## src/hw/rtl/bycs_pkg.sv

```systemverilog
// ============================================================================
// bycs_pkg - shared types and constants for the BGRA to YCbCr converter
// Pixel channel struct, chroma mode codes, BT.709 limited-range weights and
// small helpers for offsets and final chroma scaling.
// ============================================================================
`default_nettype none

package bycs_pkg;

    // One pixel, alpha dropped
    typedef struct packed {
        logic [7:0] red;
        logic [7:0] green;
        logic [7:0] blue;
    } rgb_t;

    // Chroma subsampling modes; the unused code behaves as 4:2:0
    typedef enum logic [1:0] {
        MODE_444 = 2'd0,
        MODE_422 = 2'd1,
        MODE_420 = 2'd2
    } chroma_mode_t;

    // Signed accumulator for chroma (sums over up to four pixels)
    typedef logic signed [19:0] chroma_acc_t;

    // Luma weights over 256, offset 16 plus rounding half
    localparam logic [15:0] LUMA_W_RED    = 16'd47;
    localparam logic [15:0] LUMA_W_GREEN  = 16'd157;
    localparam logic [15:0] LUMA_W_BLUE   = 16'd16;
    localparam logic [15:0] LUMA_OFFSET   = 16'd4224;

    // Chroma weights over 256, offset 128 plus rounding half
    localparam chroma_acc_t CB_W_RED      = -20'sd26;
    localparam chroma_acc_t CB_W_GREEN    = -20'sd86;
    localparam chroma_acc_t CB_W_BLUE     = 20'sd112;
    localparam chroma_acc_t CR_W_RED      = 20'sd112;
    localparam chroma_acc_t CR_W_GREEN    = -20'sd102;
    localparam chroma_acc_t CR_W_BLUE     = -20'sd10;
    localparam chroma_acc_t CHROMA_OFFSET = 20'sd32896;

    function automatic rgb_t unpack_rgb(input logic [31:0] px);
        rgb_t c;
        c.red   = px[23:16];
        c.green = px[15:8];
        c.blue  = px[7:0];
        return c;
    endfunction

    // Zero-extend a channel sum into the signed accumulator
    function automatic chroma_acc_t widen(input logic [9:0] s);
        return chroma_acc_t'({10'd0, s});
    endfunction

    // Offset scaled by the group size
    function automatic chroma_acc_t chroma_offset(input chroma_mode_t m);
        chroma_acc_t off;
        case (m)
            MODE_444: off = CHROMA_OFFSET;
            MODE_422: off = CHROMA_OFFSET <<< 1;
            default:  off = CHROMA_OFFSET <<< 2;
        endcase
        return off;
    endfunction

    // Clamp at zero, then divide by 256 times the group size
    function automatic logic [7:0] scale_chroma(input chroma_acc_t acc,
                                                input chroma_mode_t m);
        logic [7:0] v;
        if (acc[19]) begin
            v = 8'd0;
        end
        else begin
            case (m)
                MODE_444: v = acc[15:8];
                MODE_422: v = acc[16:9];
                default:  v = acc[17:10];
            endcase
        end
        return v;
    endfunction

endpackage

`default_nettype wire

```

## src/hw/rtl/bycs_luma.sv

```systemverilog
// ============================================================================
// bycs_luma - three-stage luma pipeline for one pixel
// Weighted products, sum with offset, then scale and zero when unused.
// ============================================================================
`default_nettype none

module bycs_luma (
    input  logic           clk,
    input  bycs_pkg::rgb_t px,
    input  logic           en,
    output logic [7:0]     luma
);

    logic [15:0] red_term_reg;
    logic [15:0] green_term_reg;
    logic [15:0] blue_term_reg;
    logic        en_prod_reg;
    logic [15:0] acc_reg;
    logic [15:0] acc_next;
    logic        en_acc_reg;
    logic [7:0]  luma_reg;
    logic [7:0]  luma_next;

    // Stage: weighted products
    always_ff @(posedge clk)
    begin
        red_term_reg   <= 16'(px.red) * bycs_pkg::LUMA_W_RED;
        green_term_reg <= 16'(px.green) * bycs_pkg::LUMA_W_GREEN;
        blue_term_reg  <= 16'(px.blue) * bycs_pkg::LUMA_W_BLUE;
        en_prod_reg    <= en;
    end

    // Stage: sum plus offset (max 60324, fits 16 bits)
    assign acc_next = red_term_reg + green_term_reg + blue_term_reg
                    + bycs_pkg::LUMA_OFFSET;

    always_ff @(posedge clk)
    begin
        acc_reg    <= acc_next;
        en_acc_reg <= en_prod_reg;
    end

    // Stage: divide by 256, unused pixels read zero
    assign luma_next = en_acc_reg ? acc_reg[15:8] : 8'd0;

    always_ff @(posedge clk)
    begin
        luma_reg <= luma_next;
    end

    assign luma = luma_reg;

endmodule

`default_nettype wire

```

## src/hw/rtl/bgra_to_ycbcr_subsample.sv

```systemverilog
// ============================================================================
// bgra_to_ycbcr_subsample - BGRA to BT.709 limited-range YCbCr, 4:4:4/2:2/2:0
// Four-stage pipeline: capture and channel sums, products, sums with
// offsets, scaling into the output registers.
//
//   Channel  | Signals                              | Dir | Transfer
//   ---------+--------------------------------------+-----+---------------------
//   input    | start, busy, pixel_a..pixel_d        | in  | start & !busy
//   result   | done, luma_a..luma_d, chroma_blue/red| out | done, one cycle
//   config   | cfg_wr_en, cfg_wr_data               | in  | cfg_wr_en
//
// One pixel group per cycle; the done strobe follows the input transfer through
// the four pipeline register stages.
// busy is always low: the pipeline never stalls and results are not held.
// Reset clears the stage valid bits and sets chroma_mode to 4:4:4.
// The mode is sampled with each item and travels down with it.
// ============================================================================
`default_nettype none

module bgra_to_ycbcr_subsample (
    input  logic        clk,
    input  logic        rst_n,
    input  logic        start,
    output logic        busy,
    input  logic [31:0] pixel_a,
    input  logic [31:0] pixel_b,
    input  logic [31:0] pixel_c,
    input  logic [31:0] pixel_d,
    input  logic        cfg_wr_en,
    input  logic [1:0]  cfg_wr_data,
    output logic        done,
    output logic [7:0]  luma_a,
    output logic [7:0]  luma_b,
    output logic [7:0]  luma_c,
    output logic [7:0]  luma_d,
    output logic [7:0]  chroma_blue,
    output logic [7:0]  chroma_red
);

    bycs_pkg::chroma_mode_t mode_reg;

    // Stage 1 signals
    bycs_pkg::rgb_t         px_next [4];
    bycs_pkg::rgb_t         px_reg  [4];
    bycs_pkg::chroma_mode_t mode1_next;
    bycs_pkg::chroma_mode_t mode1_reg;
    logic [3:0]             en_next;
    logic [3:0]             en_reg;
    logic [9:0]             sum_red_next;
    logic [9:0]             sum_green_next;
    logic [9:0]             sum_blue_next;
    logic [9:0]             sum_red_reg;
    logic [9:0]             sum_green_reg;
    logic [9:0]             sum_blue_reg;
    logic                   valid1_reg;

    // Stage 2 signals
    bycs_pkg::chroma_acc_t  cb_red_reg;
    bycs_pkg::chroma_acc_t  cb_green_reg;
    bycs_pkg::chroma_acc_t  cb_blue_reg;
    bycs_pkg::chroma_acc_t  cr_red_reg;
    bycs_pkg::chroma_acc_t  cr_green_reg;
    bycs_pkg::chroma_acc_t  cr_blue_reg;
    bycs_pkg::chroma_mode_t mode2_reg;
    logic                   valid2_reg;

    // Stage 3 signals
    bycs_pkg::chroma_acc_t  cb_acc_next;
    bycs_pkg::chroma_acc_t  cr_acc_next;
    bycs_pkg::chroma_acc_t  cb_acc_reg;
    bycs_pkg::chroma_acc_t  cr_acc_reg;
    bycs_pkg::chroma_mode_t mode3_reg;
    logic                   valid3_reg;

    // Output stage signals
    logic [7:0]             cb_out_next;
    logic [7:0]             cr_out_next;
    logic [7:0]             cb_out_reg;
    logic [7:0]             cr_out_reg;
    bycs_pkg::chroma_mode_t mode_out_reg;
    logic                   done_reg;

    assign busy = 1'b0;

    // Mode register
    always_ff @(posedge clk or negedge rst_n)
    begin
        if (!rst_n) begin
            mode_reg <= bycs_pkg::MODE_444;
        end
        else if (cfg_wr_en) begin
            mode_reg <= bycs_pkg::chroma_mode_t'(cfg_wr_data);
        end
    end

    // Stage 1: unpack, pick used pixels, channel sums
    assign px_next[0] = bycs_pkg::unpack_rgb(pixel_a);
    assign px_next[1] = bycs_pkg::unpack_rgb(pixel_b);
    assign px_next[2] = bycs_pkg::unpack_rgb(pixel_c);
    assign px_next[3] = bycs_pkg::unpack_rgb(pixel_d);

    always_comb
    begin
        case (mode_reg)
            bycs_pkg::MODE_444: begin
                mode1_next = bycs_pkg::MODE_444;
                en_next    = 4'b0001;
            end
            bycs_pkg::MODE_422: begin
                mode1_next = bycs_pkg::MODE_422;
                en_next    = 4'b0011;
            end
            default: begin
                mode1_next = bycs_pkg::MODE_420;
                en_next    = 4'b1111;
            end
        endcase
        sum_red_next   = 10'd0;
        sum_green_next = 10'd0;
        sum_blue_next  = 10'd0;
        for (int i = 0; i < 4; i++) begin
            if (en_next[i]) begin
                sum_red_next   = sum_red_next + 10'(px_next[i].red);
                sum_green_next = sum_green_next + 10'(px_next[i].green);
                sum_blue_next  = sum_blue_next + 10'(px_next[i].blue);
            end
        end
    end

    always_ff @(posedge clk)
    begin
        for (int i = 0; i < 4; i++) begin
            px_reg[i] <= px_next[i];
        end
        en_reg        <= en_next;
        mode1_reg     <= mode1_next;
        sum_red_reg   <= sum_red_next;
        sum_green_reg <= sum_green_next;
        sum_blue_reg  <= sum_blue_next;
    end

    // Stage 2: chroma products
    always_ff @(posedge clk)
    begin
        cb_red_reg   <= bycs_pkg::widen(sum_red_reg) * bycs_pkg::CB_W_RED;
        cb_green_reg <= bycs_pkg::widen(sum_green_reg) * bycs_pkg::CB_W_GREEN;
        cb_blue_reg  <= bycs_pkg::widen(sum_blue_reg) * bycs_pkg::CB_W_BLUE;
        cr_red_reg   <= bycs_pkg::widen(sum_red_reg) * bycs_pkg::CR_W_RED;
        cr_green_reg <= bycs_pkg::widen(sum_green_reg) * bycs_pkg::CR_W_GREEN;
        cr_blue_reg  <= bycs_pkg::widen(sum_blue_reg) * bycs_pkg::CR_W_BLUE;
        mode2_reg    <= mode1_reg;
    end

    // Stage 3: sums with scaled offset
    assign cb_acc_next = cb_red_reg + cb_green_reg + cb_blue_reg
                       + bycs_pkg::chroma_offset(mode2_reg);
    assign cr_acc_next = cr_red_reg + cr_green_reg + cr_blue_reg
                       + bycs_pkg::chroma_offset(mode2_reg);

    always_ff @(posedge clk)
    begin
        cb_acc_reg <= cb_acc_next;
        cr_acc_reg <= cr_acc_next;
        mode3_reg  <= mode2_reg;
    end

    // Output stage: clamp and scale
    assign cb_out_next = bycs_pkg::scale_chroma(cb_acc_reg, mode3_reg);
    assign cr_out_next = bycs_pkg::scale_chroma(cr_acc_reg, mode3_reg);

    always_ff @(posedge clk)
    begin
        cb_out_reg   <= cb_out_next;
        cr_out_reg   <= cr_out_next;
        mode_out_reg <= mode3_reg;
    end

    // Valid bits down the pipe
    always_ff @(posedge clk or negedge rst_n)
    begin
        if (!rst_n) begin
            valid1_reg <= 1'b0;
            valid2_reg <= 1'b0;
            valid3_reg <= 1'b0;
            done_reg   <= 1'b0;
        end
        else begin
            valid1_reg <= start & ~busy;
            valid2_reg <= valid1_reg;
            valid3_reg <= valid2_reg;
            done_reg   <= valid3_reg;
        end
    end

    // Luma lanes, aligned with the chroma path
    bycs_luma u_luma_a (.clk(clk), .px(px_reg[0]), .en(en_reg[0]), .luma(luma_a));
    bycs_luma u_luma_b (.clk(clk), .px(px_reg[1]), .en(en_reg[1]), .luma(luma_b));
    bycs_luma u_luma_c (.clk(clk), .px(px_reg[2]), .en(en_reg[2]), .luma(luma_c));
    bycs_luma u_luma_d (.clk(clk), .px(px_reg[3]), .en(en_reg[3]), .luma(luma_d));

    assign done        = done_reg;
    assign chroma_blue = cb_out_reg;
    assign chroma_red  = cr_out_reg;

    // Every transfer yields exactly one done strobe
    a_done_follows: assert property (@(posedge clk) disable iff (!rst_n)
        (start && !busy) |-> ##4 done)
        else $error("missing done after input transfer");

    a_no_spurious_done: assert property (@(posedge clk) disable iff (!rst_n)
        !(start && !busy) |-> ##4 !done)
        else $error("done without input transfer");

    // Unused luma lanes read zero
    a_unused_luma: assert property (@(posedge clk) disable iff (!rst_n)
        (done && mode_out_reg != bycs_pkg::MODE_420) |->
            (luma_c == 8'd0 && luma_d == 8'd0 &&
             (mode_out_reg != bycs_pkg::MODE_444 || luma_b == 8'd0)))
        else $error("unused luma lane not zero");

    // Limited range holds on luma_a and both chroma outputs of every result
    a_luma_range: assert property (@(posedge clk) disable iff (!rst_n)
        done |-> (luma_a >= 8'd16 && luma_a <= 8'd235))
        else $error("luma out of limited range");

    a_chroma_range: assert property (@(posedge clk) disable iff (!rst_n)
        done |-> (chroma_blue >= 8'd16 && chroma_blue <= 8'd240 &&
                  chroma_red >= 8'd16 && chroma_red <= 8'd240))
        else $error("chroma out of limited range");

endmodule

`default_nettype wire

```

## config.mk

```make
export PLATFORM = sky130hd
export DESIGN_NAME = bgra_to_ycbcr_subsample
export DESIGN_NICKNAME = d
export VERILOG_FILES = /design/src/hw/rtl/bycs_pkg.sv /design/src/hw/rtl/bycs_luma.sv /design/src/hw/rtl/bgra_to_ycbcr_subsample.sv
export SDC_FILE = /design/constraint.sdc
export NUM_CORES = 2
export LEC_CHECK = 0
export BUFFER_PORTS_ARGS = -buffer_cell sky130_fd_sc_hd__buf_4
export CORE_ASPECT_RATIO = 0.8
export CORE_UTILIZATION = 55
export CTS_BUF_LIST = sky130_fd_sc_hd__clkbuf_16
export DETAILED_ROUTE_END_ITERATION = 10
export PLACE_DENSITY = 0.71
export SYNTH_ARGS = -nofsm -noshare
export SYNTH_HDL_FRONTEND = slang
export SYNTH_SLANG_ARGS = --single-unit
```

## constraint.sdc

```tcl
create_clock -name clk -period 6.3 [get_ports clk]
set_clock_uncertainty 0.2 [all_clocks]
set_input_delay 1.26 -clock clk [delete_from_list [all_inputs] [get_ports clk]]
set_output_delay 1.26 -clock clk [all_outputs]
set_load 0.02 [all_outputs]
```

== After elaboration in Yosys (flattened, before gate mapping) ==
Memory sizes are Yosys's and may differ from the RTL's.
Cells that the tools add are included.

* Flip-flop bits (word level): 466
* Bits in writable memories: 96
* Input bits: 134
* Word-level logic and storage cells: 115
* Memories: 1

* Add/sub/neg operators: 27
* Multipliers: 14
* Equal/unequal tests: 3
* Mux-type cells: 17
* Reduce and logical (&&, ||, !) cells: 3

{| class="wikitable"
|+ Memory list
! name !! words !! width !! rd ports !! clocked after memory_dff !! wr ports !! RTL line !! RTL
|-
| px_reg || 4 || 24 || 4 || 0 || 4 || bgra_to_ycbcr_subsample.sv:44 || <nowiki>bycs_pkg::rgb_t px_reg [4];</nowiki>
|}

{| class="wikitable"
|+ Operators with widths
! operator !! number
|-
| adder 20 bit || 6
|-
| adder 10 x 8 -> 10 bit || 9
|-
| two-way mux 10 bit || 9
|-
| adder 14 x 16 -> 16 bit || 4
|-
| adder 16 x 12 -> 16 bit || 4
|-
| adder 16 x 13 -> 16 bit (second input constant) || 4
|-
| multiplier 8 x 8 -> 16 bit (second input constant) || 4
|-
| multiplier 8 x 6 -> 14 bit (second input constant) || 4
|-
| multiplier 11 x 7 -> 18 bit (second input constant) || 2
|-
| one-hot mux 18 bit (2 select lines) || 1
|-
| one-hot mux 8 bit (2 select lines) || 2
|-
| multiplier 10 x 3 -> 13 bit (second input constant) || 2
|-
| two-way mux 8 bit || 3
|-
| multiplier 11 x 5 -> 16 bit (second input constant) || 1
|-
| multiplier 11 x 4 -> 15 bit (second input constant) || 1
|-
| one-hot mux 4 bit (2 select lines) || 1
|-
| == test 2 x 1 -> 1 bit (second input constant) || 3
|-
| logical NOT 2 bit || 3
|-
| one-hot mux 2 bit (2 select lines) || 1
|}

== Depth between registers and ports, before layout ==
* Depth after elaboration: 9
* Mapped depth: 20
* Depth with buffers taken out: 20

== Hierarchy ==
From an unflattened synthesis, not the netlist that was laid out.

* Cells, all modules: 3408
* Area total of the unflattened synthesis: 34560.6 µm²

{| class="wikitable"
|+ Modules (own cells, without submodules)
! module !! instances !! cells each !! area an instance (µm²)
|-
| bgra_to_ycbcr_subsample || 1 || 1672 || 16930.0
|-
| bycs_luma (u_luma_b ...) || 2 || 434 || 4385.5
|-
| bycs_luma (u_luma_d) || 1 || 442 || 4496.8
|-
| bycs_luma (u_luma_a) || 1 || 426 || 4362.9
|}

== Least setup slack after synthesis ==
OpenSTA, ideal clock, no wires.

* Path kind: input -> register
* Start point: input pixel_a[8]
* End point: register sum_green_reg[8]
* Library setup time: 117 ps
* Data arrival time: 4953 ps
* Data required time: 5983 ps
* Setup slack: 1030 ps
* Cell stages on the path: 18
* Buffers on the path: 0
* Cell sequence: ha_1 fa_1 a21o_1 a21oi_1 o21ai_1 or3_1 nand3_1 nand2_1 ha_1 o21a_1 o31a_1 a21oi_1 a221o_1 ha_1 or3_1 o21ai_0 xnor3_1 a22o_1

* Cells in the longest elaborated chain, start to end: 7

{| class="wikitable"
|+ RTL lines
! item !! RTL line !! RTL
|-
| from (decl) || bgra_to_ycbcr_subsample.sv:25 || <nowiki>input logic [31:0] pixel_a,</nowiki>
|-
| two-way mux 8 bit (*) || bgra_to_ycbcr_subsample.sv:122 || <nowiki>if (en_next[i]) begin</nowiki>
|-
| adder 10 x 8 -> 10 bit || bgra_to_ycbcr_subsample.sv:124 || <nowiki>sum_green_next = sum_green_next + 10'(px_next[i].green);</nowiki>
|-
| two-way mux 10 bit (*) || bgra_to_ycbcr_subsample.sv:122 ||
|-
| adder 10 x 8 -> 10 bit || bgra_to_ycbcr_subsample.sv:124 ||
|-
| two-way mux 10 bit (*) || bgra_to_ycbcr_subsample.sv:122 ||
|-
| adder 10 x 8 -> 10 bit || bgra_to_ycbcr_subsample.sv:124 ||
|-
| two-way mux 10 bit (*) || bgra_to_ycbcr_subsample.sv:122 ||
|-
| net sum_green_next[8] || bgra_to_ycbcr_subsample.sv:50 || <nowiki>logic [9:0] sum_green_next;</nowiki>
|-
| to (signal assigned) || bgra_to_ycbcr_subsample.sv:138 || <nowiki>sum_green_reg <= sum_green_next;</nowiki>
|-
| to (decl) || bgra_to_ycbcr_subsample.sv:53 || <nowiki>logic [9:0] sum_green_reg;</nowiki>
|}

The timed path passes the listed nets; every way through them passes the cells marked *.
A chain may end at the register's enable or synchronous reset.

== Worst setup path in the final report ==
Same ends and word-level chain as after synthesis.

==> metrics.md <==
| Metric | Value |
|---|---|
| DR iter-0 viols | `942` |
| Setup WS post-layout | `1.090 ns` |
| Worst R2R Path Depth | `16` |
| CP delay by family, top | `compound AO/OA/AOI/OAI gates` |
| Clk buf depth | `3` |
| Cell Area, Synth | `33,600 sq um` |
| CP Launch Point | `pixel_a[8]` |
| Worst R2R End | `sum_green_reg[8]` |
| Synth top area cells | `dfxtp_1 (28%), ha_1 (25%), fa_1 (16%)` |
| Drt via density | `5.389` |
| First-pass GRT wire length | `119,700 um` |
| Leading area contributor after synthesis | `dfxtp_1` |
| # IOs | `184` |
| DRC viols | `0` |
| DIE AREA | `62,090 sq um` |
| Gr usage total | `0.2439` |
| Async S/R FF share, synth | `0.01247` |
| Metal2 WL | `32,910 um` |
| H-tree depth | `2` |
| Worst-path clk slew | `0.06 ns` |
| Worst Hold Class | `reg2reg` |
| Count of cell types in the netlist | `78` |
| Worst EP required | `6.57 ns` |
| Met3 Routed Length | `4042 um` |
| Nets | `4,483` |
| GP Congestion | `0.8770` |
| Status | `complete, no violations` |
| Max frequency | `191.9 MHz` |
| Initial antenna violation count | `4` |
| Post-synth top area share | `0.2830` |
| CTS root buf | `clkbuf_16` |
| Total wire length | `73,100 um` |
| Hold_buf cts | `0` |
| CP Capture Point | `sum_green_reg[8]` |
| Average size of a mapped cell | `10.45 sq um` |
| Setup crit end kind | `flop` |
| Uppermost routed layer | `met5` |
| Met1 wire length | `34,090 um` |
| CTS tree | `built` |
| Drt pass-1 iters | `5` |
| Routed Antenna Nets | `0` |
| Most numerous cell in the Yosys netlist | `ha_1` |
| Num CTS Buffers | `52` |
| Rows | `80` |
| Final number of setup-violating endpoints | `0` |
| Post-synthesis sequential area ratio | `0.2875` |
| Top FF cell, synth | `dfxtp_1` |
| Initial core utilization | `0.5604` |
| Max reg flops | `96` |
| WP data arrival | `5.48 ns` |
| Critical-path maximum fanout | `4` |
| Max-cap violations | `0` |
| Via count of the routed design | `22,740` |
| Vias in the first global route | `24,010` |
| Slowest-stage cell, CP | `fa_1` |
| Place WS | `0.5483 ns` |
| Final Critical Period | `5.210 ns` |
| Worst Setup Start Kind | `primary input` |
| Worst R2R Start | `mode_reg[0]` |
| Max incr delay on CP | `0.40 ns` |
| DPL Wire Length | `60,570 um` |
| Final Hold Fails | `0` |
| Number of gates resized after cts | `0` |
| Post-synthesis net count | `4,299` |
| Avg WL per Cell | `17.33 um` |
| RSZ-0062 raised after global routing | `false` |
| Slew @ Worst Pin | `0.9518 ns` |
| Synth Register Bits | `481` |
| Slew margin rel. | `0.3646` |
| Post-CTS setup buffers | `0` |
| Final worst-path cycle share | `0.8271` |
| Most used cell, CP | `ha_1` |
| Setup tns final | `0 ns` |
| Synth warn | `0` |
| Core ar. | `59,960 sq um` |
| Layout cells sized above 1 | `0.07563` |
| Cell Chain, Critical Path | `buf_4 -> ha_1 -> fa_1 -> a21o_1 -> a21oi_1 -> o21ai_1 -> or3_1 -> nand3_1 -> nand2_1 -> ha_1 -> o21a_1 -> o31a_1 -> a21oi_1 -> a221o_1 -> ha_1 -> or3_1 -> o21ai_0 -> xnor3_1 -> a22o_1` |
| DIE HEIGHT | `223.1 um` |
| Largest net degree at the start of global routing | `78` |
| R2r setup slk | `1.22 ns` |
| Final global-route overflow total | `0` |
| Stages on worst setup path | `19` |
| EDFF count, synth | `0` |
| Area growth syn-to-layout | `11.09%` |
| Crit path buffers/inverters | `1` |
| Top cells by count, synth | `ha_1 (677), inv_1 (503), dfxtp_1 (475)` |
| CTS Sinks | `481` |
| PortBufs | `150` |
| Cells after synthesis | `3,215` |
| Die span in x | `278.3 um` |
| CP Class | `in2reg` |
| Clk Latency, worst-skew pair | `0.61 ns` |
| Max Slew Vio Count | `0` |
## through the flow
stage / hold WS (ns) / instances / cell area (sq um) / util
6_report: 0.1188 / 4219 / 37330 / 0.6225
5_1_grt: 0.1242 / 4217 / 37320 / 0.6225
4_1_cts: 0.1182 / 4217 / 37320 / 0.6225
3_5_place_dp: 0.1121 / 4124 / 35650 / 0.5945
3_3_place_gp: 0.1109 / 4124 / 35650 / 0.5945
2_1_floorplan: 0.1096 / 3215 / 33600 / -
## placed cells by master, fill, tap and decap left out, types with 9 or more instances in the layout
cell type  synthesis  layout
a211oi_1          12      12
a21o_1            91      91
a21oi_1          175     175
a31oi_1           19      19
and2_1            31      31
buf_4              1     156
clkbuf_16          0      52
clkinv_1           1      12
clkinv_2           0       9
dfxtp_1          475     475
fa_1             273     273
ha_1             677     677
inv_1            503     511
mux2_2            12      12
mux2i_1           19      19
nand2_1           86      86
nand2b_1          25      25
nand3_1           14      14
nand4_1           23      23
nor2_1           160     159
nor2b_1           30      30
nor3_1            51      51
o21a_1            33      33
o21ai_0           86      86
o21bai_1          27      27
or3_1             12      12
xnor2_1          129     129
xor2_1            72      72
## layout make-up
type	instances	area (sq um)
Tap cell	779	974.7
Multi-Input combinational cell	2204	21950
Inverter	504	1892
Clock inverter	41	374.1
Antenna cell	2	5.005
Timing Repair Buffer	156	1171
Clock buffer	52	1301
Sequential cell	481	9661
Fill cell	4816	22630
## how the worst min path moves through the flow
| stage | slack [ns] | end | startpoint | cells after the start |
|---|---|---|---|---|
| floorplan | 0.11 | mode2_reg[0] | mode1_reg[0] | 0 |
| global placement | 0.11 | u_luma_d.blue_term_reg[8] | px_reg[3][4] | 0 |
| detailed placement | 0.11 | mode2_reg[0] | mode1_reg[0] | 0 |
| CTS | 0.12 | u_luma_a.luma[5] | u_luma_a.acc_reg[13] | 0 |
| global route | 0.12 | u_luma_a.luma[5] | u_luma_a.acc_reg[13] | 0 |
| finish | 0.12 | u_luma_a.luma[5] | u_luma_a.acc_reg[13] | 0 |
## logic make-up (layout without fill, tap and decap cells)
kind of cell | count (synthesis) | after routing | share of synthesized area
adder cells (fa/ha/maj) | 950 | 950 | 0.4148
AND/OR/NAND/NOR | 474 | 474 | 0.06875
XOR/XNOR | 202 | 202 | 0.05307
multiplexers | 31 | 31 | 0.009682
AO/OA/AOI/OAI | 546 | 546 | 0.1068
buffers and inverters | 530 | 753 | 0.05936
flip-flops | 481 | 481 | 0.2875
other | 1 | 3 | 0.0001116
## per-layer routing
metal,GRT usage,vias up
met2,0.3956,453
met4,0.07574,2
met1,0.3319,10950
met5,0,-
met3,0.04273,113
li1,-,11220
Power is left out: the tool's default activity adds up to more than one toggle a clock period on the data nets, which glitch-free logic cannot reach.
